--- src/hdl/hitm_pkg.sv ---
// shared constants, codes and types of the hashed id to index map
package hitm_pkg;

  localparam int MAX_SLOTS = 4096;
  localparam int MIN_SLOTS = 16;
  localparam int SLOT_W    = $clog2(MAX_SLOTS);
  localparam int CNT_W     = SLOT_W + 1;
  localparam int KEY_W     = 64;
  localparam int IDX_W     = 11;
  localparam int CFG_W     = 13;
  localparam int ST_W      = 3;
  localparam int HALF_W    = KEY_W / 2;

  localparam logic [KEY_W-1:0] MIX_A = 64'hff51afd7ed558ccd;
  localparam logic [KEY_W-1:0] MIX_B = 64'hc4ceb9fe1a85ec53;
  localparam int MIX_SHIFT = 33;

  localparam int MOD_BITS  = 4;
  localparam int MOD_STEPS = KEY_W / MOD_BITS;
  localparam int MOD_CNT_W = $clog2(MOD_STEPS);

  localparam int FIFO_DEPTH = 2;

  localparam logic KIND_INSERT = 1'b0;
  localparam logic KIND_LOOKUP = 1'b1;

  localparam logic [ST_W-1:0] ST_INSERTED = 3'd0;
  localparam logic [ST_W-1:0] ST_UPDATED  = 3'd1;
  localparam logic [ST_W-1:0] ST_FULL     = 3'd2;
  localparam logic [ST_W-1:0] ST_HIT      = 3'd3;
  localparam logic [ST_W-1:0] ST_MISS     = 3'd4;

  localparam int SLOT_BITS = 1 + KEY_W + IDX_W;

  typedef struct packed {
    logic              kind;
    logic [KEY_W-1:0]  key;
    logic [IDX_W-1:0]  idx;
    logic [SLOT_W-1:0] home;
  } item_t;

  typedef struct packed {
    logic             used;
    logic [KEY_W-1:0] key;
    logic [IDX_W-1:0] idx;
  } slot_t;

endpackage

--- src/hdl/hitm_fifo.sv ---
// short queue of hashed transactions between front and back end
module hitm_fifo
  import hitm_pkg::*;
(
  input  logic  clk,
  input  logic  rst_n,
  input  logic  wr,
  input  item_t wdata,
  output logic  q_full,
  input  logic  rd,
  output item_t rdata,
  output logic  q_empty
);

  localparam int PTR_W = $clog2(FIFO_DEPTH);

  item_t mem_r [FIFO_DEPTH];
  logic [PTR_W-1:0] wptr_r, rptr_r;
  logic [PTR_W:0]   cnt_r;
  logic do_wr, do_rd;

  assign q_full  = (cnt_r == (PTR_W+1)'(FIFO_DEPTH));
  assign q_empty = (cnt_r == '0);
  assign do_wr   = wr && !q_full;
  assign do_rd   = rd && !q_empty;
  assign rdata   = mem_r[rptr_r];

  always_ff @(posedge clk) begin
    if (!rst_n) begin
      wptr_r <= '0;
      rptr_r <= '0;
      cnt_r  <= '0;
    end else begin
      if (do_wr) begin
        wptr_r <= (wptr_r == PTR_W'(FIFO_DEPTH - 1)) ? '0 : wptr_r + 1'b1;
      end
      if (do_rd) begin
        rptr_r <= (rptr_r == PTR_W'(FIFO_DEPTH - 1)) ? '0 : rptr_r + 1'b1;
      end
      cnt_r <= cnt_r + (PTR_W+1)'(do_wr) - (PTR_W+1)'(do_rd);
    end
  end

  always_ff @(posedge clk) begin
    if (do_wr) begin
      mem_r[wptr_r] <= wdata;
    end
  end

endmodule

--- config.mk ---
export PLATFORM = sky130hd
export DESIGN_NAME = hitm_fifo
export DESIGN_NICKNAME = d
export VERILOG_FILES = /design/src/hdl/hitm_pkg.sv /design/src/hdl/hitm_fifo.sv
export SDC_FILE = /design/constraint.sdc
export NUM_CORES = 1
export LEC_CHECK = 0
export BUFFER_PORTS_ARGS = -buffer_cell sky130_fd_sc_hd__buf_2
export CORE_ASPECT_RATIO = 1.5
export CORE_UTILIZATION = 56
export DETAILED_ROUTE_END_ITERATION = 12
export PLACE_DENSITY = 0.9
export SETUP_SLACK_MARGIN = 0.2
export SLEW_MARGIN = 20
export SYNTH_ARGS = -nofsm -noshare
export SYNTH_HDL_FRONTEND = slang
export SYNTH_SLANG_ARGS = --single-unit
--- constraint.sdc ---
create_clock -name clk -period 9.97 [get_ports clk]
set_input_delay 1.4955 -clock clk [delete_from_list [all_inputs] [get_ports clk]]
set_output_delay 1.4955 -clock clk [all_outputs]
set_load 0.01 [all_outputs]
* Word-level counts from Yosys, hierarchy flattened
Memories as Yosys holds them, arrays and structs flattened. A register that Yosys moved wholly into a read port is not among the register bits. Cells that the tools add are included.
Storage, ports and cells: memory bits (writable) 176, output and inout bits 90, input bits 92, register bits after elaboration 4, logic and storage cells 20, memories kept 1
Cells by class: $add $sub $neg 4, mux-type cells 6, equality and inequality tests 1, reduce and logical (&&, ||, !) cells 5
Memories:
- mem_r | depth 2, width 88, rd ports 1, clocked after Yosys merged registers in 1, write ports 1, RTL line hitm_fifo.sv:17 | item_t mem_r [FIFO_DEPTH];
Operators with widths (number):
- 1-bit 2-to-1 mux | 6
- 1-bit adder (second input constant) | 2
- 2-bit by 1-bit adder with 2-bit output | 1
- 2-bit == test (second input constant) | 1
- 1-bit logical AND | 2
- 1-bit logical NOT | 2
- 2-bit logical NOT | 1
- 2-bit by 1-bit subtractor with 2-bit output | 1

* Longest topological paths before layout
Gate-level depths: netlist of run 1.
depth after elaboration 5, gate-level depth with buffers 8, gate-level depth less buffers 8

* Least setup slack after synthesis of run 1
No wires, ideal clock.
path type input port to flip-flop, start in wr, end mem mem_r[0][0] (netlist name) (enable), stages 2, required time 9435 ps, setup time 535 ps, buffers on the path 0, arrival 5257 ps, path slack 4178 ps, cells stage by stage nand2_1 nor2_1
On the way: word-level cells in the longest chain between the ends 3
RTL lines:
- start, declared | RTL line hitm_fifo.sv:7 | input logic wr,
- 1-bit logical AND | RTL line hitm_fifo.sv:24 | assign do_wr = wr && !q_full;
- 1-bit 2-to-1 mux | RTL line hitm_fifo.sv:45 | if (do_wr) begin
- 1-bit 2-to-1 mux (implied by the code) | RTL line hitm_fifo.sv:46 | mem_r[wptr_r] <= wdata;
- end, declared | RTL line hitm_fifo.sv:17
No other way between the ends.

==> metrics.md, run 1 <==
| Metric | Value |
|---|---|
| Worst hold path type | reg -> reg |
| Post-synthesis sequential area ratio | 0.809 |
| Clock slew at reported path FFs | 0.06 ns |
| Detail Route Antenna Nets | 0 |
| DP Wirelength | 7750 um |
| Crit path DAT | 2.37 ns |
| Avg Cell Area, Syn | 22.1 um2 |
| DRT Pass-1 Iters | 4 |
| Largest family of logic cells by synthesized area | multiplexers |
| Total core area | 11,500 um2 |
| Final hold violations | 0 |
| # diodes | 0 |
| Synthesized cell area | 6660 um2 |
| CP Capture Type | output pin |
| Final core utilization | 0.724 |
| Vias after detailed routing | 3,427 |
| CTS tree | yes |
| Post-Synth Simple-Gate Area | 0.00939 |
| P&R area growth vs syn | 25.3% |
| Routed WL | 11,900 um |
| Max_cap viols | 0 |
| Power per cell area | 270 nW/um2 |
| Power, Total | 2.26 mW |
| Multi-input gate area | 1200 um2 |
| Pin count of the biggest net entering global routing | 89 |
| Post-synth cell types | 18 |
| GRT overflow | 0 |
| CP Launch Type | flop |
| Hold buffers post-CTS | 0 |
| CTS Buffer Depth | 2 |
| Seq. cell area | 5390 um2 |
| Buffers on Ports | 181 |
| RD Place Congestion | 0.740 |
| Yosys reg bits | 181 |
| Adder-cell share of the synthesized area | 0.00376 |
| RSZ-0062 raised after global routing | false |
| Worst Path Required | 8.47 ns |
| Clock Skews | 0.00555 ns |
| Synthesized instance count | 301 |
| Worst VDD drop | 255 uV |
| CTS Buf Count | 17 |
| Die area | 12,300 um2 |
| Chip height | 136 um |
| Most frequent cells in the layout | 181 x buf_2, 176 x edfxtp_1, 68 x mux2_2 |
| Status | finished, final reports clean |
| Yosys warnings | 0 |
| Initial Utilization | 0.578 |
| Tcrit/Tclk final | 0.388 |
| Worst rel slew slack | 0.298 |
| Crit path max fanout | 74 |
| Fin crit period | 3.87 ns |
| Most common cell after layout, fill and taps aside | buf_2 |
| Least-Margin Pin Slew | 1.05 ns |
| Clk Latency, worst-skew pair | 0.41 ns |
| Initial drt markers | 163 |
| WS Path Type | reg -> out |
| Hold WS | 0.527 ns |
| Peak Freq | 259 MHz |
| Slew Limit Fails | 0 |
| Wire per inst | 18.2 um |
| Compound-gate portion of the synthesized area | 0.00113 |
| Row cnt | 48 |
| P_leak | 3.18 nW |
| Residual DRC | 0 |
| Total GRT Usage | 0.196 |
| Number of H-tree levels | 4 |
| XOR/XNOR Fraction of Synth Area | 0.00263 |
| I/O pins | 182 |
| Post-synthesis mux area share | 0.162 |
| Post-CTS sizing | 0 |
| Synth Net Count | 395 |
| Die width | 91.0 um |
| Filler Cell Count | 718 |
| Postcts setup bufs | 0 |
| Nets | 588 |
| Initial antenna violation count | 0 |
| Drt via density | 5.22 |
| Share of layout cells above drive strength 1 | 0.602 |
| Clock Sinks | 181 |
| Clock Tree Root | clkbuf_16 |
| Setup TNS | 0 ns |
| First-pass GRT wire length | 17,700 um |
| Final setup vio count | 0 |
| Vias in the first global route | 3,540 |
[cell families (layout without fill, tap and decap cells)]
| logic type | after synthesis | in the layout |
|---|---|---|
| AO/OA/AOI/OAI | 1 | 1 |
| multiplexers | 89 | 89 |
| buffers and inverters | 13 | 219 |
| adder cells (fa/ha/maj) | 2 | 2 |
| flip-flops | 181 | 181 |
| AND/OR/NAND/NOR | 13 | 13 |
| XOR/XNOR | 2 | 2 |
[registers in the layout (all words and copies together) (netlist names), named ones only]
register / cells
mem_r: 176
cnt_r: 2
rptr_r: 1
wptr_r: 1
[power breakdown]
| part | internal, mW | switching, mW | total, mW |
|---|---|---|---|
| Clock | 0.396 | 0.273 | 0.670 |
| Combinational | 0.271 | 0.293 | 0.564 |
| Sequential | 0.982 | 0.0404 | 1.02 |
| Total | 1.65 | 0.607 | 2.26 |
[final timing paths]
| check | startpoint | endpoint | slack, ns | depth (start not counted) |
|---|---|---|---|---|
| worst max-delay path | flop | rdata[12] | 6.10 | 3 |
| worst min-delay path | rptr_r | rptr_r | 0.53 | 2 |
| worst min register to register | rptr_r | rptr_r | 0.53 | 2 |
| worst max register to register | cnt_r[0] | mem_r[0][11] | 8.08 | 4 |
[synth_stat cells]
library cell | count | share of area
and2_1 | 2 | 0.0019
and3_1 | 1 | 0.00094
buf_2 | 6 | 0.0045
buf_6 | 4 | 0.0068
dfxtp_1 | 5 | 0.015
edfxtp_1 | 176 | 0.79
ha_1 | 2 | 0.0038
inv_1 | 3 | 0.0017
mux2_2 | 68 | 0.11
mux2_4 | 20 | 0.045
mux2i_1 | 1 | 0.0015
nand2_1 | 2 | 0.0011
nand2b_1 | 2 | 0.0019
nor2_1 | 5 | 0.0028
nor3_1 | 1 | 0.00075
o21a_1 | 1 | 0.0011
xnor2_1 | 1 | 0.0013
xor2_1 | 1 | 0.0013
[final cells by class]
cell class	instances	area share
clock buffers	18	0.0514
inverters	3	0.00135
flip-flops and latches	181	0.646
well taps	150	0.0225
multi-input cells	107	0.144
repair buffers	184	0.114
clock inverters	14	0.0208
[per-stage QoR]
step	area, um2	worst slack (ns)	std cells
floorplan	6660	4.18	301
global placement	7710	6.58	624
detailed placement	7740	6.55	625
CTS	8340	6.08	657
global route	8340	5.97	657
finish	8340	6.10	657
[metal layers]
metal / share of wire / track usage / wire (um)
met1: 0.36 / 0.216 / 4340
met2: 0.56 / 0.352 / 6660
met3: 0.048 / 0.0471 / 578
met4: 0.029 / 0.102 / 346
met5: 0 / 0 / 0
[worst max-delay path, cell delays in order (launching register included)]
cell and delay (ns):
dfxtp_4 0.46, buf_4 0.84, mux2_2 0.44, buf_2 0.14
No activity file was read; power rests on OpenSTA's default activity.
==> inputs of run 2 (changes only) <==
--- a/config.mk
+++ b/config.mk
@@ -5,11 +5,12 @@
 export SDC_FILE = /design/constraint.sdc
 export NUM_CORES = 1
 export LEC_CHECK = 0
+export ABC_AREA = 1
 export BUFFER_PORTS_ARGS = -buffer_cell sky130_fd_sc_hd__buf_2
 export CORE_ASPECT_RATIO = 1.5
-export CORE_UTILIZATION = 56
+export CORE_UTILIZATION = 52
 export DETAILED_ROUTE_END_ITERATION = 12
-export PLACE_DENSITY = 0.9
+export PLACE_DENSITY = 0.84
 export SETUP_SLACK_MARGIN = 0.2
 export SLEW_MARGIN = 20
 export SYNTH_ARGS = -nofsm -noshare
==> constraint.sdc (replaced) <==
create_clock -name clk -period 4 [get_ports clk]
set_input_delay 0.6 -clock clk [delete_from_list [all_inputs] [get_ports clk]]
set_output_delay 0.6 -clock clk [all_outputs]
set_load 0.01 [all_outputs]
==> metrics.md, run 2 <==
| Metric | Value |
|---|---|
| Status | finished, final reports clean (unchanged) |
| Post-synth cell types | 12 (was 18) |
| Avg Cell Area, Syn | 21.4 um2 (was 22.1 um2) |
| Worst path cell trace | buf_4 -> mux2_2 -> buf_2 (unchanged) |
| Setup TNS | 0 ns (unchanged) |
| DRT Pass-1 Iters | 4 (unchanged) |
| Max_cap viols | 0 (unchanged) |
| Number of H-tree levels | 4 (unchanged) |
| Fin crit period | 2.81 ns |
| Total GRT Usage | 0.183 (was 0.196) |
| CTS Buffer Depth | 2 (unchanged) |
| CTS tree | yes (unchanged) |
| Top_reg_cell synth | edfxtp_1 (unchanged) |
| Slowest stage cell, crit path | dfxtp_4 (was buf_4) |
| Yosys top cell area share | 0.792 (was 0.794) |
| Async S/R FF share, synth | 0 (unchanged) |
| Largest stage delay, worst path | 0.84 ns (about the same) |
| Post-CTS sizing | 0 (unchanged) |
| Dpl cells | 645 (was 625) |
| RD Place Congestion | 0.753 (was 0.740) |
| Initial Utilization | 0.533 (was 0.578) |
| Largest regs | mem_r x176, cnt_r x2 (unchanged) |
| Final hold violations | 0 (unchanged) |
| Synthesized cell area | 6670 um2 (was 6660 um2) |
| Most frequent cells in the layout | 181 x buf_2, 176 x edfxtp_1, 68 x mux2_2 (unchanged) |
| Tcrit/Tclk final | 0.701 |
| Detail Route Antenna Nets | 0 (unchanged) |
| Synth area leaders | edfxtp_1 79%, mux2_2 11%, mux2_4 4.5% (unchanged) |
| CTS Buf Count | 17 (unchanged) |
| Hold Path End | mem_r[0][42] (was rptr_r) |
| Clock Skews | 0.00865 ns (was 0.00555 ns) |
| Pin count of the biggest net entering global routing | 58 (was 89) |
| Hold Crit Start | wdata[42] (was rptr_r) |
| CP Capture Type | output pin (unchanged) |
| Top-count cell post-synth | edfxtp_1 (unchanged) |
| Most common cell after layout, fill and taps aside | buf_2 (unchanged) |
| Crit path max fanout | 55 (was 74) |
| WS Path Type | reg -> out (unchanged) |
| P&R area growth vs syn | 24.7% (was 25.3%) |
| Vias in the first global route | 3,636 (was 3,540) |
| I/O pins | 182 (unchanged) |
| Buffers on Ports | 181 (unchanged) |
| Post-synthesis sequential area ratio | 0.807 (was 0.809) |
| Die area | 13,300 um2 (was 12,300 um2) |
| Largest reg by FF count | mem_r (unchanged) |
| Synth area leader | edfxtp_1 (unchanged) |
| Power per cell area | 634 nW/um2 (was 270 nW/um2) |
| Initial drt markers | 176 (was 163) |
| Worst reg-to-reg path cell count | 5 (was 4) |
| Synthesized instance count | 312 (was 301) |
| Row cnt | 50 (was 48) |
| Worst rel slew slack | 0.486 (was 0.298) |
| Final Non-Filler Cells | 677 (was 657) |
| CP Launch Type | flop (unchanged) |
| Crit path DAT | 2.21 ns (was 2.37 ns) |
| Finished Cell Area | 8320 um2 (was 8340 um2) |
| Final setup vio count | 0 (unchanged) |
| DP Wirelength | 7930 um (was 7750 um) |
| Share of layout cells above drive strength 1 | 0.588 (was 0.602) |
| Residual DRC | 0 (unchanged) |
| Yosys reg bits | 181 (unchanged) |
| Clock slew at reported path FFs | 0.06 ns (about the same) |
| Clock Sinks | 181 (unchanged) |
| Clock Tree Root | clkbuf_16 (unchanged) |
| GRT overflow | 0 (unchanged) |
| Least-Margin Pin Slew | 0.770 ns (was 1.05 ns) |
| Initial antenna violation count | 2 (was 0) |
| Synth Net Count | 406 (was 395) |
| Hold buffers post-CTS | 0 (unchanged) |
| Wire per inst | 17.3 um (was 18.2 um) |
| Routed WL | 11,700 um (was 11,900 um) |
| First-pass GRT wire length | 17,700 um (about the same) |
| Worst VDD drop | 464 uV (was 255 uV) |
| Worst reg-to-reg setup slack | 2.03 ns (was 8.08 ns) |
| Drt via density | 5.16 (was 5.22) |
| Final core utilization | 0.665 (was 0.724) |
| Peak Freq | 356 MHz |
| Postcts setup bufs | 0 (unchanged) |
| Hold depth | 1 (was 2) |
| Filler Cell Count | 870 (was 718) |
| Power, Total | 5.28 mW (was 2.26 mW) |
| Max FFs per register | 176 (unchanged) |
| Slew Limit Fails | 0 (unchanged) |
| Chip height | 141 um (was 136 um) |
| Clk Latency, worst-skew pair | 0.41 ns (about the same) |
| Worst Path Required | 3.40 ns (was 8.47 ns) |
| Seq. cell area | 5390 um2 (unchanged) |
| Vias after detailed routing | 3,492 (was 3,427) |
| EDFF count, synth | 176 (unchanged) |
| Multi-input gate area | 1190 um2 (was 1200 um2) |
| RSZ-0062 raised after global routing | false (unchanged) |
| Dpl cell area | 7760 um2 (was 7740 um2) |
| Crit Reg-Reg Startpoint | cnt_r[0] (unchanged) |
| Worst hold path type | in -> reg (was reg -> reg) |
| R2R Path End | mem_r[1][41] (was mem_r[0][11]) |
| Die width | 94.5 um (was 91.0 um) |
| P_leak | 3.20 nW (was 3.18 nW) |
| Post-synth top cells | 176 x edfxtp_1, 68 x mux2_2, 20 x mux2_4, 9 x inv_1, 9 x nand2_1 (was 176 x edfxtp_1, 68 x mux2_2, 20 x mux2_4, 6 x buf_2) |
| Yosys warnings | 0 (unchanged) |
| Nets | 602 (was 588) |
| Total core area | 12,500 um2 (was 11,500 um2) |
run 2: cell count changes in the layout (fill, tap and decap cells not counted), sizes merged, moves of 3 or more:
| cell | previous run | this run |
|---|---|---|
| nand2 | 2 | 9 |
| inv | 6 | 11 |
| buf | 184 | 187 |
| clkinv | 5 | 8 |
| nand3 | 0 | 3 |
| nor2 | 5 | 8 |
run 2: area by class of cell:
cell class	instances	share of cell area
clock buffers	17	0.0511
clock inverters	13	0.0159
well taps	156	0.0235
repair buffers	187	0.114
inverters	9	0.00421
multi-input cells	112	0.143
flip-flops and latches	181	0.648
diodes	2	0.000602
run 2: cell families after synthesis:
family	after synthesis	share of synthesized area
compound gates	2	0.00150
fa+ha+maj	2	0.00375
buf+inv	19	0.0163
flops	181	0.807
mux	88	0.160
simple gates	20	0.0118
run 2: critical path, delay by kind of cell, from the launching register on:
| family | cells | cell delay (ns) |
|---|---|---|
| buffers and inverters | 2 | 0.56 |
| multiplexers | 1 | 0.37 |
| flip-flops | 1 | 0.84 |
run 2: worst max-delay path by stage:
stage	depth (start not counted)	from	end	slack, ns
2_1_floorplan	2	wr	mem_r[0][0]	0.61
3_3_place_gp	3	flop	rdata[82]	1.63
3_5_place_dp	3	flop	rdata[82]	1.61
4_1_cts	3	flop	rdata[82]	1.15
5_1_grt	3	flop	rdata[82]	1.06
6_report	3	flop	rdata[82]	1.19
run 2: per-stage QoR:
step | worst slack, ns | hold WS, ns
3_5_place_dp | 1.61 | 0.510
5_1_grt | 1.06 | 0.356
6_report | 1.19 | 0.373
3_3_place_gp | 1.63 | 0.489
4_1_cts | 1.15 | 0.355
2_1_floorplan | 0.610 | 0.467
run 2: layer usage:
layer / wire length [um] / share of wire / global-route usage / vias to the layer above
met5: 0 / 0 / 0 / -
met4: 353 / 0.030 / 0.0877 / 0
met3: 664 / 0.057 / 0.0615 / 29
met2: 6480 / 0.55 / 0.322 / 128
met1: 4250 / 0.36 / 0.193 / 1726
li1: - / - / - / 1609
run 2: report_power, final:
| group | internal, mW | total (mW) | leakage [nW] | switching, mW |
|---|---|---|---|---|
| Combinational | 0.569 | 1.17 | 1.24 | 0.600 |
| Clock | 0.911 | 1.57 | 0.272 | 0.654 |
| Sequential | 2.41 | 2.54 | 1.69 | 0.132 |
